`src/rtl/core/lfukv_pkg.sv`:
```
package lfukv_pkg;

	localparam int ENTRIES = 16;
	localparam int IDX_W   = (ENTRIES > 1) ? $clog2(ENTRIES) : 1;
	localparam int CNT_W   = $clog2(ENTRIES + 1);

	localparam logic [4:0] MAX_ENTRIES_RST = 5'd16;

	typedef enum logic [2:0] {
		OP_LOOKUP      = 3'd0,
		OP_ADD         = 3'd1,
		OP_INVALIDATE  = 3'd2,
		OP_CLEAR       = 3'd3,
		OP_RESET_STATS = 3'd4
	} op_t;

	typedef enum logic [2:0] {
		ST_IDLE,
		ST_SCAN,
		ST_SHIFT,
		ST_CLRHITS,
		ST_DONE
	} state_t;

	function automatic logic [31:0] sat_inc(input logic [31:0] v);
		return (v == 32'hFFFF_FFFF) ? v : v + 32'd1;
	endfunction

endpackage

```
`src/rtl/core/lfukv_ram.sv`:
```
module lfukv_ram #(
	parameter int WIDTH = 64,
	parameter int DEPTH = 16,
	localparam int AW = (DEPTH > 1) ? $clog2(DEPTH) : 1
) (
	input  logic             clk,
	input  logic             we,
	input  logic [AW-1:0]    waddr,
	input  logic [WIDTH-1:0] wdata,
	input  logic [AW-1:0]    raddr,
	output logic [WIDTH-1:0] rdata
);

	logic [WIDTH-1:0] mem [DEPTH];

	always_ff @(posedge clk) begin
		if (we) begin
			mem[waddr] <= wdata;
		end
		rdata <= mem[raddr];
	end

endmodule

```
`src/rtl/core/lfu_associative_key_value_table.sv`:
```
// LFU key/value table: up to ENTRIES entries kept as a gap-free ordered list in three
// small RAMs (keys, values, hit counts) that share one read address, walked one entry per
// cycle by a small sequencer around a single key/hit comparator. Lookup, add and
// invalidate take at most one pass over the valid entries; the least-hit victim for a
// replacing add is found during that same pass. Invalidate then moves the later entries
// down one per cycle, starting where the search stopped. Reset statistics walks the valid
// entries to zero their hit counts. Clear and unknown opcodes go straight to the done
// state. A new word is taken only once the previous one is finished; a finished result
// may still wait in the output register. There is no clearing pass after reset.
module lfu_associative_key_value_table
	import lfukv_pkg::*;
(
	input  logic        clk,
	input  logic        arst_n,

	input  logic        cfg_wr_en,
	input  logic [4:0]  cfg_wr_data,

	input  logic        in_valid,
	output logic        in_stall,
	input  logic [2:0]  opcode,
	input  logic [63:0] key,
	input  logic [63:0] value_in,

	output logic        out_valid,
	input  logic        out_stall,
	output logic        found,
	output logic [63:0] value_out,
	output logic [4:0]  entry_count,
	output logic [31:0] lookup_total,
	output logic [31:0] hit_total,
	output logic [31:0] miss_total,
	output logic [31:0] invalidation_total
);

	state_t state_q, state_d;

	logic [4:0]       max_entries_q;
	op_t              op_q;
	logic [63:0]      key_q;
	logic [63:0]      val_q;
	logic [CNT_W-1:0] count_q;
	logic [CNT_W-1:0] ptr_q;
	logic             rd_vld_s1;
	logic [IDX_W-1:0] rd_idx_s1;
	logic [31:0]      min_hits_q;
	logic [IDX_W-1:0] min_idx_q;
	logic             found_q;
	logic [63:0]      vout_q;
	logic [31:0]      lookups_q;
	logic [31:0]      hits_q;
	logic [31:0]      misses_q;
	logic [31:0]      invals_q;
	logic             out_valid_q;

	// ram ports
	logic [IDX_W-1:0] raddr;
	logic [IDX_W-1:0] waddr;
	logic             key_we, val_we, hit_we;
	logic [63:0]      wkey, wval;
	logic [31:0]      whit;
	logic [63:0]      key_rd, val_rd;
	logic [31:0]      hit_rd;

	logic        in_acc;
	logic        more;
	logic        issue;
	logic        match;
	logic        scan_end;
	logic        shift_end;
	logic        out_load;
	logic        repl;
	logic        room;
	logic [31:0] max_ext;
	logic [31:0] lim;
	logic [31:0] cnt_ext;

	// effective limit: zero acts as one, clipped to the table size
	always_comb begin
		max_ext = 32'(max_entries_q);
		cnt_ext = 32'(count_q);
		if (max_ext == 32'd0) begin
			lim = 32'd1;
		end else if (max_ext > 32'(ENTRIES)) begin
			lim = 32'(ENTRIES);
		end else begin
			lim = max_ext;
		end
		repl = (cnt_ext >= lim) && (count_q != '0);
		room = cnt_ext < 32'(ENTRIES);
	end

	// control outputs
	always_comb begin
		in_stall  = (state_q != ST_IDLE);
		in_acc    = in_valid && (state_q == ST_IDLE);
		more      = ptr_q < count_q;
		match     = (state_q == ST_SCAN) && rd_vld_s1 && (key_rd == key_q);
		issue     = ((state_q == ST_SCAN) || (state_q == ST_SHIFT)) && more && !match;
		scan_end  = (state_q == ST_SCAN) && !match && !rd_vld_s1 && !more;
		shift_end = (state_q == ST_SHIFT) && !rd_vld_s1 && !more;
		out_load  = (state_q == ST_DONE) && (!out_valid_q || !out_stall);
		raddr     = ptr_q[IDX_W-1:0];
		key_we    = 1'b0;
		val_we    = 1'b0;
		hit_we    = 1'b0;
		waddr     = rd_idx_s1;
		wkey      = key_q;
		wval      = val_q;
		whit      = 32'd0;
		case (state_q)
			ST_SCAN: begin
				if (match) begin
					if (op_q == OP_LOOKUP) begin
						hit_we = 1'b1;
						whit   = sat_inc(hit_rd);
					end else if (op_q == OP_ADD) begin
						val_we = 1'b1;
					end
				end else if (scan_end && (op_q == OP_ADD)) begin
					if (repl) begin
						key_we = 1'b1;
						val_we = 1'b1;
						hit_we = 1'b1;
						waddr  = min_idx_q;
					end else if (room) begin
						key_we = 1'b1;
						val_we = 1'b1;
						hit_we = 1'b1;
						waddr  = count_q[IDX_W-1:0];
					end
				end
			end
			ST_SHIFT: begin
				// move the entry just read one place down
				if (rd_vld_s1) begin
					key_we = 1'b1;
					val_we = 1'b1;
					hit_we = 1'b1;
					waddr  = IDX_W'(rd_idx_s1 - 1'b1);
					wkey   = key_rd;
					wval   = val_rd;
					whit   = hit_rd;
				end
			end
			ST_CLRHITS: begin
				if (more) begin
					hit_we = 1'b1;
					waddr  = ptr_q[IDX_W-1:0];
				end
			end
			default: begin
			end
		endcase
	end

	// next state
	always_comb begin
		state_d = state_q;
		case (state_q)
			ST_IDLE: begin
				if (in_acc) begin
					case (op_t'(opcode))
						OP_LOOKUP, OP_ADD, OP_INVALIDATE: state_d = ST_SCAN;
						OP_RESET_STATS:                   state_d = ST_CLRHITS;
						default:                          state_d = ST_DONE;
					endcase
				end
			end
			ST_SCAN: begin
				if (match) begin
					state_d = (op_q == OP_INVALIDATE) ? ST_SHIFT : ST_DONE;
				end else if (scan_end) begin
					state_d = ST_DONE;
				end
			end
			ST_SHIFT: begin
				if (shift_end) begin
					state_d = ST_DONE;
				end
			end
			ST_CLRHITS: begin
				if (!more) begin
					state_d = ST_DONE;
				end
			end
			ST_DONE: begin
				if (out_load) begin
					state_d = ST_IDLE;
				end
			end
			default: state_d = ST_IDLE;
		endcase
	end

	always_ff @(posedge clk or negedge arst_n) begin
		if (!arst_n) begin
			state_q       <= ST_IDLE;
			max_entries_q <= MAX_ENTRIES_RST;
			count_q       <= '0;
			rd_vld_s1     <= 1'b0;
			lookups_q     <= '0;
			hits_q        <= '0;
			misses_q      <= '0;
			invals_q      <= '0;
			out_valid_q   <= 1'b0;
		end else begin
			state_q <= state_d;
			if (cfg_wr_en) begin
				max_entries_q <= cfg_wr_data;
			end
			if (out_load) begin
				out_valid_q <= 1'b1;
			end else if (!out_stall) begin
				out_valid_q <= 1'b0;
			end
			rd_vld_s1 <= issue;
			if (in_acc) begin
				if (op_t'(opcode) == OP_CLEAR) begin
					count_q <= '0;
				end
				if (op_t'(opcode) == OP_RESET_STATS) begin
					lookups_q <= '0;
					hits_q    <= '0;
					misses_q  <= '0;
					invals_q  <= '0;
				end
			end
			if (match && (op_q == OP_LOOKUP)) begin
				lookups_q <= sat_inc(lookups_q);
				hits_q    <= sat_inc(hits_q);
			end
			if (scan_end && (op_q == OP_LOOKUP)) begin
				lookups_q <= sat_inc(lookups_q);
				misses_q  <= sat_inc(misses_q);
			end
			if (scan_end && (op_q == OP_ADD) && !repl && room) begin
				count_q <= count_q + 1'b1;
			end
			if (shift_end) begin
				count_q  <= count_q - 1'b1;
				invals_q <= sat_inc(invals_q);
			end
		end
	end

	always_ff @(posedge clk) begin
		if (in_acc) begin
			op_q    <= op_t'(opcode);
			key_q   <= key;
			val_q   <= value_in;
			ptr_q   <= '0;
			found_q <= 1'b0;
			vout_q  <= '0;
		end
		if (issue || ((state_q == ST_CLRHITS) && more)) begin
			ptr_q <= ptr_q + 1'b1;
		end
		if (issue) begin
			rd_idx_s1 <= ptr_q[IDX_W-1:0];
		end
		// least-hit tracking, first smallest wins
		if ((state_q == ST_SCAN) && rd_vld_s1 && !match) begin
			if ((rd_idx_s1 == '0) || (hit_rd < min_hits_q)) begin
				min_hits_q <= hit_rd;
				min_idx_q  <= rd_idx_s1;
			end
		end
		if (match) begin
			if (op_q == OP_LOOKUP) begin
				found_q <= 1'b1;
				vout_q  <= val_rd;
			end else if (op_q == OP_INVALIDATE) begin
				ptr_q <= CNT_W'(rd_idx_s1) + 1'b1;
			end
		end
		if (shift_end) begin
			found_q <= 1'b1;
		end
		if (out_load) begin
			found              <= found_q;
			value_out          <= vout_q;
			entry_count        <= cnt_ext[4:0];
			lookup_total       <= lookups_q;
			hit_total          <= hits_q;
			miss_total         <= misses_q;
			invalidation_total <= invals_q;
		end
	end

	assign out_valid = out_valid_q;

	lfukv_ram #(.WIDTH(64), .DEPTH(ENTRIES)) u_key_ram (
		.clk   (clk),
		.we    (key_we),
		.waddr (waddr),
		.wdata (wkey),
		.raddr (raddr),
		.rdata (key_rd)
	);

	lfukv_ram #(.WIDTH(64), .DEPTH(ENTRIES)) u_val_ram (
		.clk   (clk),
		.we    (val_we),
		.waddr (waddr),
		.wdata (wval),
		.raddr (raddr),
		.rdata (val_rd)
	);

	lfukv_ram #(.WIDTH(32), .DEPTH(ENTRIES)) u_hit_ram (
		.clk   (clk),
		.we    (hit_we),
		.waddr (waddr),
		.wdata (whit),
		.raddr (raddr),
		.rdata (hit_rd)
	);

`ifndef ASSERT_OFF
	a_count_bound: assert property (@(posedge clk) disable iff (!arst_n)
		(32'(count_q) <= 32'(ENTRIES)))
		else $error("entry count beyond table size");

	a_hits_le_lookups: assert property (@(posedge clk) disable iff (!arst_n)
		(hits_q <= lookups_q) && (misses_q <= lookups_q))
		else $error("hit or miss total exceeds lookup total");

	a_out_from_done: assert property (@(posedge clk) disable iff (!arst_n)
		$rose(out_valid_q) |-> $past(state_q == ST_DONE))
		else $error("result shown without a finished operation");

	a_count_grow: assert property (@(posedge clk) disable iff (!arst_n)
		(count_q > $past(count_q)) |->
		((count_q == $past(count_q) + 1'b1) && ($past(op_q) == OP_ADD)))
		else $error("entry count grew other than by one add");

	a_no_write_idle: assert property (@(posedge clk) disable iff (!arst_n)
		((state_q == ST_IDLE) || (state_q == ST_DONE)) |-> !(key_we || val_we || hit_we))
		else $error("table written outside an operation");
`endif

endmodule
```
`config.mk`:
```
export PLATFORM = sky130hd
export DESIGN_NAME = lfu_associative_key_value_table
export DESIGN_NICKNAME = d
export VERILOG_FILES = /design/src/rtl/core/lfukv_pkg.sv /design/src/rtl/core/lfukv_ram.sv /design/src/rtl/core/lfu_associative_key_value_table.sv
export SDC_FILE = /design/constraint.sdc
export NUM_CORES = 2
export LEC_CHECK = 0
export BUFFER_PORTS_ARGS = -buffer_cell sky130_fd_sc_hd__buf_4
export CORE_MARGIN = 4
export CORE_UTILIZATION = 50
export CTS_CLUSTER_SIZE = 24
export DETAILED_ROUTE_END_ITERATION = 7
export GPL_TIMING_DRIVEN = 0
export PLACE_DENSITY_LB_ADDON = 0.15
export SKIP_LAST_GASP = 1
export SYNTH_ARGS = -nofsm -noshare
export SYNTH_HDL_FRONTEND = slang
export SYNTH_SLANG_ARGS = --single-unit
```
`constraint.sdc`:
```
create_clock -name clk -period 34.4 [get_ports clk]
set_clock_uncertainty 0.1 [all_clocks]
set_input_delay 3.44 -clock clk [delete_from_list [all_inputs] [get_ports clk]]
set_output_delay 3.44 -clock clk [all_outputs]
set_load 0.1 [all_outputs]
```
# Word-level counts from Yosys, hierarchy flattened
# Memories as Yosys holds them, arrays and structs flattened. A register that Yosys moved wholly into a read port is not among the register bits.
# Cells that the tools add are included.
[word_totals]
register_bits = 582
ram_bits = 2560
in_bits = 141
output_inout_bits = 200
wordCells = 197
memories = 3
[classes]
add_sub_neg = 10
order_cmp = 5
eq_ne = 25
muxes = 75
reduce_logical = 54
[memory_table]
columns = ["memory", "words", "word_bits", "read_ports", "rd_clocked_by_memory_dff", "wr", "line", "source"]
rows = [
  ["u_key_ram.mem", 16, 64, 1, 1, 1, "lfukv_ram.sv:14", "logic [WIDTH-1:0] mem [DEPTH];"],
  ["u_val_ram.mem", 16, 64, 1, 1, 1, "lfukv_ram.sv:14", ""],
  ["u_hit_ram.mem", 16, 32, 1, 1, 1, "lfukv_ram.sv:14", ""],
]
[op_table]
columns = ["operator", "count"]
rows = [
  ["32-bit two-way mux", 16],
  ["64-bit two-way mux", 7],
  ["32-bit by 1-bit adder with 32-bit output, second input constant", 5],
  ["32-bit == test, second input constant", 5],
  ["64-bit == test", 1],
  ["32-bit one-hot mux with 2 select lines", 1],
  ["5-bit two-way mux", 10],
  ["5-bit by 32-bit greater-or-equal comparator with 1-bit output", 1],
  ["32-bit less-than comparator", 1],
  ["4-bit two-way mux", 6],
  ["1-bit two-way mux", 22],
  ["3-bit two-way mux", 7],
  ["1-bit logical AND", 19],
  ["3-bit by 2-bit == test with 1-bit output, second input constant", 5],
  ["3-bit one-hot mux with 5 select lines", 1],
  ["3-bit nonzero test", 5],
  ["2-bit inequality test, second input constant", 7],
  ["4-bit one-hot mux with 3 select lines", 1],
  ["2-bit nonzero test", 6],
  ["5-bit by 1-bit adder with 5-bit output, second input constant", 2],
  ["3-bit by 1-bit == test with 1-bit output, second input constant", 3],
  ["3-bit logical NOT", 3],
  ["3-bit AND reduction", 3],
  ["3-bit == test, second input constant", 2],
  ["19 further kinds", 30],
]

# Longest topological paths before layout
[logic_depth]
ltp_word = 13
mapped_depth = 13
depth_no_buf = 12

# Modules after synthesis
# A second synthesis with hierarchy kept.
[hier_totals]
hier_cells = 6637
hier_area_um2 = 125419.0
[by_module_without_submodules]
columns = ["module", "n_inst", "cells_each", "area_per_inst_um2", "seq_area_each_um2"]
rows = [
  ["lfukv_ram (u_key_ram ...)", 2, 1647, 39581.7, 32030.7],
  ["lfu_associative_key_value_table", 1, 2505, 26420.3, 16061.7],
  ["lfukv_ram (u_hit_ram)", 1, 838, 19835.3, 16015.4],
]

# Worst setup path after synthesis
# Ideal clock, no wire load.
[synth_path]
kind = "input port to flip-flop"
from = "input out_stall"
to = "register entry_count[0] (enable)"
setup_ps = 821
arrival_ps = 12960
required_time_ps = 33479
path_slack_ps = 20518
cell_stages = 1
path_buffers = 0
path_cell_list = "a21oi_1"
[synth_via]
elab_chain_cells = 3
[synth_lines]
columns = ["item", "line", "source"]
rows = [
  ["start: declaration", "lfu_associative_key_value_table.sv:26", "input logic out_stall,"],
  ["1-bit logical NOT", "-", ""],
  ["1-bit logical OR", "lfu_associative_key_value_table.sv:102", "out_load = (state_q == ST_DONE) && (!out_valid_q || !out_stall);"],
  ["1-bit logical AND", "lfu_associative_key_value_table.sv:102", ""],
  ["end signal: assignment", "lfu_associative_key_value_table.sv:283", "entry_count <= cnt_ext[4:0];"],
  ["end: declaration", "lfu_associative_key_value_table.sv:29", "output logic [4:0] entry_count,"],
]
# No other way between the ends.
# A chain may end at the register's enable or synchronous reset.

# Worst setup path after layout
[layout_path]
from = "register key_q[49]"
to = "memory u_hit_ram.mem[30][11] (netlist: u_hit_ram.mem[15][11]) (enable)"
[layout_via]
elab_chain_cells = 12
elab_cells_between_ends = 15
cone_classes = "eq/ne: 1; mux: 8; reduce/logical: 6"
[layout_lines]
columns = ["item", "line", "source"]
rows = [
  ["start: declaration", "lfu_associative_key_value_table.sv:40", "logic [63:0] key_q;"],
  ["start signal: assignment", "lfu_associative_key_value_table.sv:250", "key_q <= key;"],
  ["64-bit == test (*)", "lfu_associative_key_value_table.sv:98", "match = (state_q == ST_SCAN) && rd_vld_s1 && (key_rd == key_q);"],
  ["1-bit logical AND (*)", "lfu_associative_key_value_table.sv:98", ""],
  ["1-bit logical NOT", "lfu_associative_key_value_table.sv:100", "scan_end = (state_q == ST_SCAN) && !match && !rd_vld_s1 && !more;"],
  ["1-bit logical AND (3 in series)", "lfu_associative_key_value_table.sv:100", ""],
  ["1-bit logical AND", "lfu_associative_key_value_table.sv:120", "end else if (scan_end && (op_q == OP_ADD)) begin"],
  ["1-bit two-way mux", "lfu_associative_key_value_table.sv:120", ""],
  ["1-bit two-way mux", "lfu_associative_key_value_table.sv:113", "if (match) begin"],
  ["1-bit one-hot mux with 3 select lines", "lfu_associative_key_value_table.sv:111", "case (state_q)"],
  ["1-bit two-way mux", "lfukv_ram.sv:17", "if (we) begin"],
  ["1-bit two-way mux (implied by the code)", "lfukv_ram.sv:18", "mem[waddr] <= wdata;"],
  ["end: declaration", "lfukv_ram.sv:14", ""],
]
# Every way passes the cells marked *; elsewhere a longest branch is shown, timed or not.

==> flow_metrics.env <==
export IMPL_drive_above_1_share_pct=26.49
export IMPL_cp_start_kind="flop"
export IMPL_cp_arrival_ns=7.01
export IMPL_synth_edf_count=2929
export IMPL_synth_area_leaders="edfxtp_1 70%, mux4_2 14%, dfxtp_1 3.7%"
export IMPL_coreArea_um2=248400
export IMPL_synth_top_area_share_pct=70.45
export IMPL_max_stage_delay_ns=1.03
export IMPL_internal_power_uw=8007
export IMPL_grt_first_pass_wirelength_mm=466.2
export IMPL_critical_path_most_common_cell="nand4_1"
export IMPL_postSynthCellCount=6157
export IMPL_ys_seq_area_share_pct=77.00
export IMPL_clk_pin_slew_ns=0.06
export IMPL_viasPerCell=6.029
export IMPL_cap_violations=0
export IMPL_rrSetupSlack_ns=27.87
export IMPL_rsz0062_at_grt="no"
export IMPL_tns_ns=0
export IMPL_wirelength_mm=327.5
export IMPL_regArea_um2=96140
export IMPL_drtIter0Drc=7667
export IMPL_crit_family="simple AND/OR/NAND/NOR gates"
export IMPL_die_area_um2=257800
export IMPL_pwr_share_comb_pct=23.5
export IMPL_insertion_delay_ns=0.97
export IMPL_fmax_ghz=0.1532
export IMPL_min_period_over_period_pct=18.97
export IMPL_critical_path_class="reg2reg"
export IMPL_io_pins=341
export IMPL_worst_pin_slew_ns=1.485
export IMPL_placed_area_um2=135100
export IMPL_die_y_um=507.7
export IMPL_grt_use_total_pct=25.35
export IMPL_yosys_warnings=0
export IMPL_clockPowerShare_pct=32.5
export IMPL_final_nets=7195
export IMPL_min_period_ns=6.526
export IMPL_pwr_share_seq_pct=44.1
export IMPL_netlist_top_cells_count="2,929 x edfxtp_1, 800 x mux4_2, 641 x nand2_1"
export IMPL_worstReg2RegStart="key_q[49]$_DFFE_PP_"
export IMPL_cts_hold_buf=0
export IMPL_drc=0
export IMPL_outcome="finished, final reports clean"
export IMPL_crit_buf_inv=1
export IMPL_cellPowerDensity_nw_per_um2=78.88
export IMPL_portBuffers=340
export IMPL_grt_start_max_net_pins=88
export IMPL_start_util_pct=50.25
export IMPL_critPathLaunch="key_q[49]$_DFFE_PP_"
export IMPL_tritoncts="done"
export IMPL_grt_pass1_vias=64010
export IMPL_drtPass1Iterations=6
export IMPL_r2r_cells=9
export IMPL_design_area_um2=146600
export IMPL_synth_largest_area_cell="edfxtp_1"
export IMPL_multiInputGateArea_um2=27780
export IMPL_yosysMostFrequentCell="edfxtp_1"
export IMPL_switching_power_uw=3553
export IMPL_drv_slew=0
export IMPL_hold_violations=0
export IMPL_async_flop_share_pct=4.331
export IMPL_cts_buffers=351
export IMPL_cts_sinks=3302
export IMPL_gp_congestion=0.8482
export IMPL_final_setup_viol_count=0
export IMPL_p_leak_uw=0.04914
export IMPL_num_vias=63990
export IMPL_crit_fanout=19
export IMPL_timing_rr_end="u_hit_ram.mem[15][11]$_DFFE_PP_"
export IMPL_rows=183
export IMPL_areaGrowthSynthToFinish_pct=17.38
export IMPL_synth_main_ff_cell="edfxtp_1"
export IMPL_syn_nets=6349
export IMPL_chipWidth_um=507.7
export IMPL_wl_per_cell_um=30.86
export IMPL_fill_cells=17850
export IMPL_synth_cell_type_count=82
export IMPL_cts_resized_gates=0
export IMPL_hold_path_class="reg2reg"
export IMPL_grt_remaining_overflow=0
export IMPL_crit_end="u_hit_ram.mem[15][11]$_DFFE_PP_"
export IMPL_crit_chain="xnor2_1 > nand4_1 > nor4_1 > nand4_1 > nor3_2 > a211o_1 > nand3_1 > nor2_4 > buf_16"
export IMPL_avgSynthCellArea_um2=20.28
export IMPL_vdd_ir_drop_max_mv=0.06350
export IMPL_ys_seq_elements=3302
export IMPL_cts_root_buf="clkbuf_16"
export IMPL_endpoint_kind="flop"
export IMPL_syn_area_um2=124800
export IMPL_antenna_left=0
export IMPL_cts_max_level=5
export IMPL_cts_max_path_buffers=4
export IMPL_hpwl_mm=206.1
export IMPL_antenna_found_initial=8
export IMPL_slew_headroom_pct=1.012
export IMPL_hold_start="vout_q[38]$_DFF_P_"
export IMPL_switching_share_pct=30.74
export IMPL_cp_required_ns=34.89
export IMPL_cts_setup_buffers=0
export IMPL_cpMaxStageDelayCell="nor3_2"
export IMPL_path_depth=9
==> per-stage QoR <==
step           setup slack [ns]  util [%]  hold slack, ns  instances  total power [µW]
4_1_cts                   27.78     58.97          0.3321      10610             11640
3_5_place_dp              27.31     54.37          0.3180       9977              7897
3_3_place_gp              14.98     52.96          0.3146       9827              7867
2_1_floorplan             20.52         -          0.3079       6157              6980
5_1_grt                   27.56     58.99          0.3393      10610             11970
6_report                  27.87     58.99          0.3304      10610             11560
==> placed cells by master, fill, tap and decap left out, types with 18 or more instances in the layout <==
cell       instances
a21o_1            21
a21oi_1           56
and3_1            32
and4_1            19
buf_1             42
buf_12           106
buf_16            31
buf_2             22
buf_4            353
bufinv_16         33
clkbuf_1         275
clkbuf_16        356
clkbuf_2          18
clkbuf_8          41
clkinv_1          40
clkinv_2          57
dfrtp_1          142
dfxtp_1          230
edfxtp_1        2929
ha_1              51
inv_1             65
mux4_2           800
nand2_1          640
nand3_1          144
nand4_1           67
nor2_1           152
nor2_4            48
nor3_1            35
o21ai_0           58
o21ai_1           20
or3_1             20
xnor2_1          102
xor2_1            57
==> flip-flops by register name, summed over array words and instances, names as in the netlist, 32 cells and up <==
register / flops
hit_total: 32
hits_q: 32
invalidation_total: 32
invals_q: 32
key_q: 64
lookup_total: 32
lookups_q: 32
min_hits_q: 32
miss_total: 32
misses_q: 32
u_hit_ram.mem: 512
u_hit_ram.rdata: 32
u_key_ram.mem: 1024
u_key_ram.rdata: 64
u_val_ram.mem: 1024
u_val_ram.rdata: 64
val_q: 64
value_out: 64
vout_q: 64
==> worst register-to-register path, cell delays in order, from the launching register on <==
cell      delay (ns)
edfxtp_1        0.48
xnor2_1         0.56
nand4_1         0.29
nor4_1          0.87
nand4_1         1.00
nor3_2          1.03
a211o_1         0.27
nand3_1         0.37
nor2_4          0.88
buf_16          0.26
==> worst min-delay path by stage <==
| stage | cells after the start | slack [ns] | to |
|---|---|---|---|
| after global placement | 0 | 0.31 | value_out[33]$_DFFE_PP_ |
| final | 0 | 0.33 | value_out[38]$_DFFE_PP_ |
| after floorplan | 0 | 0.31 | value_out[0]$_DFFE_PP_ |
| after detailed placement | 0 | 0.32 | value_out[42]$_DFFE_PP_ |
| after global routing | 0 | 0.34 | value_out[39]$_DFFE_PP_ |
| after CTS | 0 | 0.33 | value_out[42]$_DFFE_PP_ |
==> power by group through the flow <==
stage	sequential (µW)	combinational [µW]	clock, µW
2_1_floorplan	5610	1370	0
5_1_grt	5120	2860	3990
4_1_cts	5090	2740	3810
3_5_place_dp	5170	2730	0
3_3_place_gp	5240	2630	0
6_report	5090	2710	3750
==> layout make-up <==
class,count,share of cell area (%)
multi-input cells,2510,18.96
clock buffers,474,6.661
diodes,5,0.008538
inverters,66,0.1742
repair buffers,493,3.858
plain buffers,279,0.7496
well taps,3330,2.843
clock inverters,154,1.148
flip-flops and latches,3302,65.60
==> per-layer routing <==
| layer | vias up | GRT usage, % | routed length (µm) |
|---|---|---|---|
| li1 | 26610 | - | - |
| met1 | 33970 | 36.19 | 131900 |
| met2 | 2912 | 40.47 | 158800 |
| met3 | 491 | 4.718 | 27430 |
| met4 | 0 | 7.420 | 9307 |
| met5 | - | 0 | 0 |
==> cell families (layout without fill, tap and decap cells) <==
kind of cell | Yosys count | count (layout) | share of synthesized area [%]
mux | 816 | 816 | 14.56
flops | 3302 | 3302 | 77.00
buf+inv | 345 | 1466 | 1.061
other cells | 0 | 5 | 0
simple gates | 1229 | 1229 | 4.396
compound gates | 254 | 254 | 1.341
fa+ha+maj | 52 | 52 | 0.5191
xor+xnor | 159 | 159 | 1.115
(Power assumes the default switching activity.)
